## src/rtl/core/sre_pkg.sv

```systemverilog
`default_nettype none

package sre_pkg;

   localparam int unsigned CSR_INDEX_WIDTH = 3;
   localparam int unsigned CSR_DATA_WIDTH  = 32;

   localparam logic [CSR_INDEX_WIDTH-1:0] REG_MIN_REVOLUTIONS = 3'd0;
   localparam logic [CSR_INDEX_WIDTH-1:0] REG_FAST_BAND_RPM   = 3'd1;
   localparam logic [CSR_INDEX_WIDTH-1:0] REG_FAST_TIMEOUT_US = 3'd2;
   localparam logic [CSR_INDEX_WIDTH-1:0] REG_MID_BAND_RPM    = 3'd3;
   localparam logic [CSR_INDEX_WIDTH-1:0] REG_MID_TIMEOUT_US  = 3'd4;
   localparam logic [CSR_INDEX_WIDTH-1:0] REG_SLOW_TIMEOUT_US = 3'd5;
   localparam logic [CSR_INDEX_WIDTH-1:0] REG_MOVING_RPM      = 3'd6;

   localparam logic [7:0]  RST_MIN_REVOLUTIONS = 8'd4;
   localparam logic [15:0] RST_FAST_BAND_RPM   = 16'd600;
   localparam logic [31:0] RST_FAST_TIMEOUT_US = 32'd500000;
   localparam logic [15:0] RST_MID_BAND_RPM    = 16'd200;
   localparam logic [31:0] RST_MID_TIMEOUT_US  = 32'd2000000;
   localparam logic [31:0] RST_SLOW_TIMEOUT_US = 32'd5000000;
   localparam logic [15:0] RST_MOVING_RPM      = 16'd10;

   localparam logic [1:0] DIR_IDLE = 2'd0;
   localparam logic [1:0] DIR_CW   = 2'd1;
   localparam logic [1:0] DIR_CCW  = 2'd2;

   // 0.4 * 60e6 scaled by 5 in the denominator
   localparam logic [26:0] SCALE_NUM = 27'd120000000;

   // ceil(2^34 / 5): (x * RECIP_FIVE) >> 34 is x / 5 for any 32-bit x
   localparam logic [31:0] RECIP_FIVE = 32'hCCCC_CCCD;

   localparam int unsigned DIV_WIDTH      = 64;
   localparam int unsigned DIV_STEP_WIDTH = 7;
   localparam logic [DIV_STEP_WIDTH-1:0] Q1_STEPS = 7'd62;

   typedef enum logic [3:0] {
      ST_IDLE,
      ST_CALC,
      ST_SPLIT,
      ST_PREP,
      ST_LOAD_Q1,
      ST_WAIT_Q1,
      ST_SUM,
      ST_FINISH
   } state_type;

   typedef struct packed {
      logic [7:0]  min_revolutions;
      logic [15:0] fast_band_rpm;
      logic [31:0] fast_timeout_us;
      logic [15:0] mid_band_rpm;
      logic [31:0] mid_timeout_us;
      logic [31:0] slow_timeout_us;
      logic [15:0] moving_rpm;
   } cfg_type;

   typedef struct packed {
      logic                      start;
      logic [DIV_STEP_WIDTH-1:0] steps;
   } div_cmd_type;

endpackage

`default_nettype wire

```

## src/rtl/core/sre_if.sv

```systemverilog
`default_nettype none

interface sre_req_if;
   logic        valid;
   logic        ready;
   logic [31:0] revolution_count;
   logic [63:0] time_us;
   logic        counting_down;

   modport source (output valid, output revolution_count, output time_us,
                   output counting_down, input ready);
   modport sink (input valid, input revolution_count, input time_us,
                 input counting_down, output ready);
endinterface

interface sre_rsp_if;
   logic        valid;
   logic        ready;
   logic [15:0] speed_rpm;
   logic [1:0]  turn_direction;
   logic        recomputed;

   modport source (output valid, output speed_rpm, output turn_direction,
                   output recomputed, input ready);
   modport sink (input valid, input speed_rpm, input turn_direction,
                 input recomputed, output ready);
endinterface

`default_nettype wire

```

## src/rtl/core/spindle_rpm_estimator_unit.sv

```systemverilog
`default_nettype none

// From accept to result, a recomputed speed passes CALC, SPLIT, PREP, LOAD_Q1, WAIT_Q1
// (one 62-step pass of the one-bit-a-cycle divider), SUM and FINISH; PREP goes to SUM when
// the division is skipped because the elapsed time exceeds the scaled delta, CALC to FINISH
// otherwise. Throughput: one update at a time, the next accepted in the cycle after the
// result is registered; a result still waiting in the output register holds it.
// Synchronous active-high reset restores register defaults, clears speed, count, time, direction.
module spindle_rpm_estimator_unit import sre_pkg::*; (
   input  logic                       clock,
   input  logic                       reset,
   sre_req_if.sink                    req,
   sre_rsp_if.source                  rsp,
   input  logic                       csr_write_enable,
   input  logic [CSR_INDEX_WIDTH-1:0] csr_index,
   input  logic [CSR_DATA_WIDTH-1:0]  csr_write_data
);

   cfg_type cfg;

   sre_csr u_csr (
      .clock            (clock),
      .reset            (reset),
      .csr_write_enable (csr_write_enable),
      .csr_index        (csr_index),
      .csr_write_data   (csr_write_data),
      .cfg              (cfg)
   );

   state_type state_ff;
   state_type state_in;

   div_cmd_type          div_cmd;
   logic [DIV_WIDTH-1:0] div_num;
   logic [DIV_WIDTH-1:0] div_den;
   logic                 div_done;
   logic [DIV_WIDTH-1:0] div_quo;

   // item in work
   logic [31:0] count_ff;
   logic [63:0] now_ff;
   logic        down_ff;
   logic [31:0] delta_ff;
   logic [63:0] elapsed_ff;
   logic        recomp_ff;
   logic [58:0] a_ff;
   logic [63:0] dt_ff;
   logic [29:0] qa_ff;
   logic [63:0] five_dt_ff;
   logic        use_div_ff;
   logic [31:0] q0_ff;
   logic [2:0]  r0_ff;
   logic [63:0] rdt_ff;

   // kept state
   logic [31:0] rpm_ff;
   logic [31:0] last_count_ff;
   logic [63:0] last_time_ff;
   logic [1:0]  dir_ff;

   // output register
   logic        rsp_valid_ff;
   logic [15:0] rsp_speed_ff;
   logic [1:0]  rsp_dir_ff;
   logic        rsp_recomp_ff;

   logic        accept;
   logic        finish_go;
   logic        enough_revs;
   logic [31:0] limit;
   logic [58:0] a_in;
   logic [63:0] qa_prod;
   logic [2:0]  ra;
   logic [1:0]  carry;
   logic [2:0]  r0_in;
   logic [31:0] q0_in;
   logic [63:0] rdt_in;
   logic [32:0] sum;
   logic [31:0] rpm_sum;
   logic [1:0]  dir_in;

   sre_div u_div (
      .clock     (clock),
      .reset     (reset),
      .cmd       (div_cmd),
      .numerator (div_num),
      .divisor   (div_den),
      .done      (div_done),
      .quotient  (div_quo)
   );

   // datapath terms
   always_comb begin
      enough_revs = delta_ff >= {24'd0, cfg.min_revolutions};
      if (rpm_ff >= {16'd0, cfg.fast_band_rpm}) begin
         limit = cfg.fast_timeout_us;
      end else if (rpm_ff >= {16'd0, cfg.mid_band_rpm}) begin
         limit = cfg.mid_timeout_us;
      end else begin
         limit = cfg.slow_timeout_us;
      end
      a_in    = {27'd0, delta_ff} * {32'd0, SCALE_NUM};
      qa_prod = {32'd0, rpm_ff} * {32'd0, RECIP_FIVE};
      // rpm = 5*qa + ra, so 3*rpm = 15*qa + 3*ra; split 3*ra into 5*carry + r0
      ra = rpm_ff[2:0] - (qa_ff[2:0] + {qa_ff[0], 2'b00});
      case (ra)
         3'd0:    begin carry = 2'd0; r0_in = 3'd0; end
         3'd1:    begin carry = 2'd0; r0_in = 3'd3; end
         3'd2:    begin carry = 2'd1; r0_in = 3'd1; end
         3'd3:    begin carry = 2'd1; r0_in = 3'd4; end
         3'd4:    begin carry = 2'd2; r0_in = 3'd2; end
         default: begin carry = 2'd0; r0_in = 3'd0; end
      endcase
      q0_in  = {2'b00, qa_ff} + {1'b0, qa_ff, 1'b0} + {30'd0, carry};
      rdt_in = ({64{r0_ff[0]}} & dt_ff) + ({64{r0_ff[1]}} & {dt_ff[62:0], 1'b0})
             + ({64{r0_ff[2]}} & {dt_ff[61:0], 2'b00});
      sum    = {1'b0, q0_ff} + {1'b0, (use_div_ff ? div_quo[31:0] : 32'd0)};
      if ((use_div_ff && (div_quo[63:32] != 32'd0)) || sum[32]) begin
         rpm_sum = 32'hFFFF_FFFF;
      end else begin
         rpm_sum = sum[31:0];
      end
      if (rpm_ff > {16'd0, cfg.moving_rpm}) begin
         if (dir_ff == DIR_IDLE) begin
            dir_in = down_ff ? DIR_CCW : DIR_CW;
         end else begin
            dir_in = dir_ff;
         end
      end else begin
         dir_in = DIR_IDLE;
      end
   end

   // next state
   always_comb begin
      state_in = state_ff;
      case (state_ff)
         ST_IDLE:    if (req.valid) state_in = ST_CALC;
         ST_CALC:    state_in = enough_revs ? ST_SPLIT : ST_FINISH;
         ST_SPLIT:   state_in = ST_PREP;
         ST_PREP:    state_in = use_div_ff ? ST_LOAD_Q1 : ST_SUM;
         ST_LOAD_Q1: state_in = ST_WAIT_Q1;
         ST_WAIT_Q1: if (div_done) state_in = ST_SUM;
         ST_SUM:     state_in = ST_FINISH;
         ST_FINISH:  if (!rsp_valid_ff || rsp.ready) state_in = ST_IDLE;
         default:    state_in = ST_IDLE;
      endcase
   end

   // sequencer outputs
   always_comb begin
      req.ready     = 1'b0;
      finish_go     = 1'b0;
      div_cmd.start = 1'b0;
      div_cmd.steps = Q1_STEPS;
      div_num       = '0;
      div_den       = '0;
      case (state_ff)
         ST_IDLE: begin
            req.ready = 1'b1;
         end
         ST_LOAD_Q1: begin
            // left-align the 62-bit numerator
            div_cmd.start = 1'b1;
            div_num       = {rdt_ff[61:0] + {3'd0, a_ff}, 2'b00};
            div_den       = five_dt_ff;
         end
         ST_FINISH: begin
            finish_go = !rsp_valid_ff || rsp.ready;
         end
         default: begin
            req.ready = 1'b0;
         end
      endcase
   end

   assign accept = req.valid && req.ready;

   always_ff @(posedge clock) begin
      if (reset) begin
         state_ff      <= ST_IDLE;
         rpm_ff        <= '0;
         last_count_ff <= '0;
         last_time_ff  <= '0;
         dir_ff        <= DIR_IDLE;
         rsp_valid_ff  <= 1'b0;
      end else begin
         state_ff <= state_in;
         if (state_ff == ST_CALC && !enough_revs && elapsed_ff >= {32'd0, limit}) begin
            rpm_ff <= '0;
         end
         if (state_ff == ST_SUM) begin
            rpm_ff        <= rpm_sum;
            last_count_ff <= count_ff;
            last_time_ff  <= now_ff;
         end
         if (finish_go) begin
            dir_ff       <= dir_in;
            rsp_valid_ff <= 1'b1;
         end else if (rsp.ready) begin
            rsp_valid_ff <= 1'b0;
         end
      end
   end

   always_ff @(posedge clock) begin
      if (accept) begin
         count_ff   <= req.revolution_count;
         now_ff     <= req.time_us;
         down_ff    <= req.counting_down;
         delta_ff   <= req.revolution_count - last_count_ff;
         elapsed_ff <= req.time_us - last_time_ff;
      end
      if (state_ff == ST_CALC) begin
         recomp_ff <= enough_revs;
         a_ff      <= a_in;
         dt_ff     <= (elapsed_ff == 64'd0) ? 64'd1 : elapsed_ff;
         qa_ff     <= qa_prod[63:34];
      end
      if (state_ff == ST_SPLIT) begin
         five_dt_ff <= dt_ff + {dt_ff[61:0], 2'b00};
         use_div_ff <= dt_ff <= {5'd0, a_ff};
         q0_ff      <= q0_in;
         r0_ff      <= r0_in;
      end
      if (state_ff == ST_PREP) begin
         rdt_ff <= rdt_in;
      end
      if (finish_go) begin
         rsp_speed_ff  <= (rpm_ff[31:16] != 16'd0) ? 16'hFFFF : rpm_ff[15:0];
         rsp_dir_ff    <= dir_in;
         rsp_recomp_ff <= recomp_ff;
      end
   end

   assign rsp.valid          = rsp_valid_ff;
   assign rsp.speed_rpm      = rsp_speed_ff;
   assign rsp.turn_direction = rsp_dir_ff;
   assign rsp.recomputed     = rsp_recomp_ff;

endmodule

`default_nettype wire

```

## src/rtl/core/sre_csr.sv

```systemverilog
`default_nettype none

module sre_csr import sre_pkg::*; (
   input  logic                       clock,
   input  logic                       reset,
   input  logic                       csr_write_enable,
   input  logic [CSR_INDEX_WIDTH-1:0] csr_index,
   input  logic [CSR_DATA_WIDTH-1:0]  csr_write_data,
   output cfg_type                    cfg
);

   cfg_type cfg_ff;
   cfg_type cfg_in;

   always_comb begin
      cfg_in = cfg_ff;
      if (csr_write_enable) begin
         case (csr_index)
            REG_MIN_REVOLUTIONS: cfg_in.min_revolutions = csr_write_data[7:0];
            REG_FAST_BAND_RPM:   cfg_in.fast_band_rpm   = csr_write_data[15:0];
            REG_FAST_TIMEOUT_US: cfg_in.fast_timeout_us = csr_write_data;
            REG_MID_BAND_RPM:    cfg_in.mid_band_rpm    = csr_write_data[15:0];
            REG_MID_TIMEOUT_US:  cfg_in.mid_timeout_us  = csr_write_data;
            REG_SLOW_TIMEOUT_US: cfg_in.slow_timeout_us = csr_write_data;
            REG_MOVING_RPM:      cfg_in.moving_rpm      = csr_write_data[15:0];
            default:             cfg_in = cfg_ff;
         endcase
      end
   end

   always_ff @(posedge clock) begin
      if (reset) begin
         cfg_ff.min_revolutions <= RST_MIN_REVOLUTIONS;
         cfg_ff.fast_band_rpm   <= RST_FAST_BAND_RPM;
         cfg_ff.fast_timeout_us <= RST_FAST_TIMEOUT_US;
         cfg_ff.mid_band_rpm    <= RST_MID_BAND_RPM;
         cfg_ff.mid_timeout_us  <= RST_MID_TIMEOUT_US;
         cfg_ff.slow_timeout_us <= RST_SLOW_TIMEOUT_US;
         cfg_ff.moving_rpm      <= RST_MOVING_RPM;
      end else begin
         cfg_ff <= cfg_in;
      end
   end

   assign cfg = cfg_ff;

endmodule

`default_nettype wire

```

## src/rtl/core/sre_div.sv

```systemverilog
`default_nettype none

// Restoring divider, one quotient bit a cycle, numerator taken MSB first.
module sre_div import sre_pkg::*; (
   input  logic                 clock,
   input  logic                 reset,
   input  div_cmd_type          cmd,
   input  logic [DIV_WIDTH-1:0] numerator,
   input  logic [DIV_WIDTH-1:0] divisor,
   output logic                 done,
   output logic [DIV_WIDTH-1:0] quotient
);

   logic                      busy_ff;
   logic                      done_ff;
   logic [DIV_STEP_WIDTH-1:0] count_ff;
   logic [DIV_WIDTH-1:0]      num_ff;
   logic [DIV_WIDTH-1:0]      div_ff;
   logic [DIV_WIDTH-1:0]      rem_ff;
   logic [DIV_WIDTH-1:0]      quo_ff;

   logic [DIV_WIDTH:0] trial;
   logic [DIV_WIDTH:0] diff;
   logic               fits;

   always_comb begin
      trial = {rem_ff, num_ff[DIV_WIDTH-1]};
      diff  = trial - {1'b0, div_ff};
      fits  = trial >= {1'b0, div_ff};
   end

   always_ff @(posedge clock) begin
      if (reset) begin
         busy_ff  <= 1'b0;
         done_ff  <= 1'b0;
         count_ff <= '0;
      end else begin
         done_ff <= 1'b0;
         if (cmd.start) begin
            busy_ff  <= 1'b1;
            count_ff <= cmd.steps;
         end else if (busy_ff) begin
            count_ff <= count_ff - DIV_STEP_WIDTH'(1);
            if (count_ff == DIV_STEP_WIDTH'(1)) begin
               busy_ff <= 1'b0;
               done_ff <= 1'b1;
            end
         end
      end
   end

   always_ff @(posedge clock) begin
      if (cmd.start) begin
         num_ff <= numerator;
         div_ff <= divisor;
         rem_ff <= '0;
         quo_ff <= '0;
      end else if (busy_ff) begin
         // keep the partial remainder below the divisor
         rem_ff <= fits ? diff[DIV_WIDTH-1:0] : trial[DIV_WIDTH-1:0];
         quo_ff <= {quo_ff[DIV_WIDTH-2:0], fits};
         num_ff <= {num_ff[DIV_WIDTH-2:0], 1'b0};
      end
   end

   assign done     = done_ff;
   assign quotient = quo_ff;

endmodule

`default_nettype wire

```

## src/flat_wrapper.sv

```systemverilog
// flat-port wrapper written by rule: the top's interface ports become plain ports
module spindle_rpm_estimator_unit_flat import sre_pkg::*;
  (clock, reset, csr_write_enable, csr_index, csr_write_data, req_valid, req_revolution_count, req_time_us, req_counting_down, req_ready, rsp_valid, rsp_speed_rpm, rsp_turn_direction, rsp_recomputed, rsp_ready);
  sre_req_if req_i ();
  sre_rsp_if rsp_i ();
  input  logic clock;
  input  logic reset;
  input  logic csr_write_enable;
  input  logic [CSR_INDEX_WIDTH-1:0] csr_index;
  input  logic [CSR_DATA_WIDTH-1:0] csr_write_data;
  input wire logic [$bits(req_i.valid)-1:0] req_valid;
  input wire logic [$bits(req_i.revolution_count)-1:0] req_revolution_count;
  input wire logic [$bits(req_i.time_us)-1:0] req_time_us;
  input wire logic [$bits(req_i.counting_down)-1:0] req_counting_down;
  output wire logic [$bits(req_i.ready)-1:0] req_ready;
  output wire logic [$bits(rsp_i.valid)-1:0] rsp_valid;
  output wire logic [$bits(rsp_i.speed_rpm)-1:0] rsp_speed_rpm;
  output wire logic [$bits(rsp_i.turn_direction)-1:0] rsp_turn_direction;
  output wire logic [$bits(rsp_i.recomputed)-1:0] rsp_recomputed;
  input wire logic [$bits(rsp_i.ready)-1:0] rsp_ready;
  assign req_i.valid = req_valid;
  assign req_i.revolution_count = req_revolution_count;
  assign req_i.time_us = req_time_us;
  assign req_i.counting_down = req_counting_down;
  assign req_ready = req_i.ready;
  assign rsp_valid = rsp_i.valid;
  assign rsp_speed_rpm = rsp_i.speed_rpm;
  assign rsp_turn_direction = rsp_i.turn_direction;
  assign rsp_recomputed = rsp_i.recomputed;
  assign rsp_i.ready = rsp_ready;
  spindle_rpm_estimator_unit u_core (.clock(clock), .reset(reset), .req(req_i), .rsp(rsp_i), .csr_write_enable(csr_write_enable), .csr_index(csr_index), .csr_write_data(csr_write_data));
endmodule
```

## config.mk

```make
export PLATFORM = sky130hd
export DESIGN_NAME = spindle_rpm_estimator_unit_flat
export DESIGN_NICKNAME = d
export VERILOG_FILES = /design/src/rtl/core/sre_pkg.sv /design/src/rtl/core/sre_if.sv /design/src/rtl/core/spindle_rpm_estimator_unit.sv /design/src/rtl/core/sre_csr.sv /design/src/rtl/core/sre_div.sv /design/src/flat_wrapper.sv
export SDC_FILE = /design/constraint.sdc
export NUM_CORES = 2
export LEC_CHECK = 0
export ABC_AREA = 1
export BUFFER_PORTS_ARGS = -buffer_cell sky130_fd_sc_hd__buf_2
export CAP_MARGIN = 20
export CORE_AREA = 2 2 588 590
export CTS_BUF_LIST = sky130_fd_sc_hd__clkbuf_8
export CTS_CLUSTER_DIAMETER = 150
export DETAILED_ROUTE_END_ITERATION = 6
export DIE_AREA = 0 0 590 592
export GPL_TIMING_DRIVEN = 0
export HOLD_SLACK_MARGIN = 0.15
export PLACE_DENSITY = 0.56
export SLEW_MARGIN = 40
export SYNTH_ARGS = -nofsm -noshare
export SYNTH_HDL_FRONTEND = slang
export SYNTH_HIERARCHICAL = 1
export SYNTH_SLANG_ARGS = --single-unit
```

## constraint.sdc

```tcl
create_clock -name clock -period 22.8 [get_ports clock]
set_clock_uncertainty 0.05 [all_clocks]
set_input_delay 1.14 -clock clock [delete_from_list [all_inputs] [get_ports clock]]
set_output_delay 1.14 -clock clock [all_outputs]
set_load 0.005 [all_outputs]
```

==> run metrics <==
Worst-Margin Slew=between 0.8 and 0.9 ns; crit-path most repeated cell=fa_1; CTS tree=yes; core box area=between 300000 and 400000 um2; Post-synth ARST share=0%; sequential share of the synthesized area=a little over a quarter; Die ar.=between 300000 and 400000 um2; global route overflow=0; Fill cells=around 37000; crit path kind=reg -> reg; top cell type's share of synthesized area=between 10% and 20%; hold_sp=req_counting_down; pre-CTS WS=about 15 ns; initial antenna violation count=42; WL/cell=19.1 um; CP max stage cell=dfxtp_1; reg2reg path depth=23; Site Rows=between 200 and 250; M1 wire length=167000 um; synth-to-layout area growth=11.0%; Netlist cell types=66; Top Ports=between 150 and 200; Die X=around 590 um; RSZ-0062 raised after global routing=false; largest net degree at the start of global routing=40; setup TNS=0 ns; EDFF count, synth=around 650; worst hold slack=between 0.2 and 0.3 ns; first-pass GRT wire length=approximately 530000 um; mean number of vias per cell=between 4 and 5; most frequent cells in the layout=2939 x nand2_1, 2787 x inv_1, 1301 x nor2_1; Initial DRT Pass Iterations=6; Synth area leader=edfxtp_1; height of the die=between 500 and 600 um; met3 wire length=approximately 23000 um; R2R Path Start=u_core/rpm_ff[13]$_SDFFE_PP0P_; syn_area_per_cell=approximately 7.6 um2; Final setup viols=0; Vias=between 80000 and 90000; startpoint type of the worst setup path=flop; Post-CTS Setup Bufs=0; commonest non-fill, non-tap cell in the layout=nand2_1; worst skew pair latency=between 1 and 1.5 ns; WL met2=around 150000 um; fin. max-slew vios=0; Fin. Hold Viols=0; vias in the first global route=86100; setup ws final=~15 ns; Worst Path Max Fanout=9; Highest Signal Layer=met5; Post-CTS Resized=0; GPL Wtd Cong=~1; status=completed; Starting Density=29.9%; max_slew headroom=~41%; min-delay worst type=in -> reg; GRT Total Usage=about a fifth; Sink Count=around 1100; H-tree depth=4; reg-to-reg slack, setup=roughly 15 ns; Worst EP required=23.43 ns; Post-CTS Hold Fix Bufs=0; CP Capture Type=flop; DRC=0; crit-path cells=ha_1, inv_1, fa_1, fa_1, fa_1, inv_1, fa_1, fa_1, fa_1, inv_1, fa_1, inv_1, ha_1, nand2_1, inv_1, a21oi_1, a21boi_0, o21a_1, o21ai_0, nand3_1, nand2_1, nand2_1, nand2_1; top cells by area, synth=edfxtp_1 19%, ha_1 14%, fa_1 13%; Ys Warns=6; Mapped Cells=13500; cts bufs inserted=roughly 200; fmax=0.124 GHz; worst r2r dst=u_core/qa_ff[27]$_DFFE_PP_; CP peak stage delay=0.85 ns; WL final=roughly 360000 um; DP HPWL=between 300000 and 400000 um; predominant post-synthesis flop cell=edfxtp_1; Final ANT Viol Nets=0; CP arrival=8.69 ns; synthesized flop and latch total=~1100; final period utilization=between 30% and 40%; synthesized area=around 100000 um2; clock buffer depth=4; Max Cap Violations=0; layout cells sized above 1=under 10%; Port Buf Inserts=between 150 and 200; Hold EP=u_core/down_ff$_DFFE_PP_; clock-pin slew on the worst setup and hold paths=approximately 0.060 ns; 1st-iter DRT viols=between 7000 and 8000; post-layout min period=~8.1 ns; Clock Tree Root=clkbuf_8; FF/Latch Area=about 28000 um2; Hold Crit Depth=1; area of the multi-input gates=between 60000 and 70000 um2; Layout Nets=between 15000 and 20000
-- critical path, delay by kind of cell (launching register included) --
family / cells / cell delay (ns)
AO/OA/AOI/OAI: 4 / 1.19
AND/OR/NAND/NOR: 5 / 0.57
buffers and inverters: 5 / 0.59
flip-flops: 1 / 0.85
adder cells (fa/ha/maj): 9 / 4.45
-- metal layers --
layer  track usage [%]  vias to the layer above
met5                 0                        -
met4              5.66                       16
met3              2.55                      490
met2              31.3                     2753
met1              28.5                    42000
li1                  -                    43700
-- Yosys cell counts (all sizes together) (3+ instances only) --
master and instances:
nand2 2954, inv 2761, nor2 1330, ha 1164
a21oi 848, nand3 676, fa 650, edfxtp 647
o21ai 578, dfxtp 423, xor2 290, clkbuf 180
nand4 122, nor3 107, buf 106, o21bai 94
xnor2 87, a31oi 86, a21o 82, o22ai 64
nor4 55, o21a 30, nand3b 25, a21boi 22
or2 17, o211ai 14, a211oi 8, and2 6
and3 6, o2111ai 6, o221ai 5, clkinv 4
a221oi 3
-- area by class of cell --
cell class                 count  area share (%)
antenna                       14          0.0308
buffer                       286            1.14
clock buffer                 222            2.68
clock inverter               142           0.932
inverter                    2765            9.12
multi-input combinational   9351            55.4
sequential                  1070            24.5
tap                         4557            5.01
timing repair buffer         211            1.18
-- how the worst max path moves through the flow --
stage / start / end / slack [ns] / depth (start not counted)
4_1_cts: u_core/rpm_ff[9]$_SDFFE_PP0P_ / u_core/qa_ff[27]$_DFFE_PP_ / 14.69 / 23
6_report: u_core/rpm_ff[13]$_SDFFE_PP0P_ / u_core/qa_ff[27]$_DFFE_PP_ / 14.73 / 23
2_1_floorplan: u_core/state_ff[0]$_SDFFE_PP0P_ / u_core/rpm_ff[18]$_SDFFE_PP0P_ / 11.19 / 8
3_5_place_dp: u_core/rpm_ff[9]$_SDFFE_PP0P_ / u_core/qa_ff[27]$_DFFE_PP_ / 14.79 / 23
3_3_place_gp: u_core/state_ff[0]$_SDFFE_PP0P_ / u_core/rpm_ff[0]$_SDFFE_PP0P_ / 6.41 / 8
5_1_grt: u_core/rpm_ff[13]$_SDFFE_PP0P_ / u_core/qa_ff[27]$_DFFE_PP_ / 14.49 / 23
-- per-stage QoR --
step	instance area, um2	utilization, %	std cells
6_report	114000	33.2	18600
5_1_grt	114000	33.2	18600
4_1_cts	114000	33.2	18600
3_5_place_dp	110000	32.0	18200
3_3_place_gp	109000	31.8	18200
2_1_floorplan	103000	-	13500
-- flip-flops by register name, indices dropped and copies added (netlist names), 2 cells and up --
register,count
u_core/a_ff,50
u_core/count_ff,32
u_core/delta_ff,32
u_core/dir_ff,2
u_core/dt_ff,64
u_core/elapsed_ff,64
u_core/five_dt_ff,64
u_core/last_count_ff,32
u_core/last_time_ff,64
u_core/now_ff,64
u_core/q0_ff,32
u_core/qa_ff,30
u_core/r0_ff,3
u_core/rdt_ff,62
u_core/rpm_ff,32
u_core/rsp.speed_rpm,16
u_core/rsp.turn_direction,2
u_core/state_ff,3
u_core/u_csr/cfg,152
u_core/u_div/count_ff,7
u_core/u_div/div_ff,64
u_core/u_div/num_ff,64
u_core/u_div/quotient,64
u_core/u_div/rem_ff,64
-- kinds of logic (layout without fill, tap and decap cells) --
family | Yosys count | count (layout) | share of synthesized area (%)
adder cells (fa/ha/maj) | 1814 | 1814 | 26.9
other | 2 | 23 | 0.00733
XOR/XNOR | 377 | 377 | 3.22
AND/OR/NAND/NOR | 5303 | 5303 | 21.3
flip-flops | 1070 | 1070 | 27.2
AO/OA/AOI/OAI | 1848 | 1848 | 10.0
buffers and inverters | 3051 | 3626 | 11.4
Power is left out: the tool's default activity adds up to more than one toggle a clock period on the data nets, which glitch-free logic cannot reach.
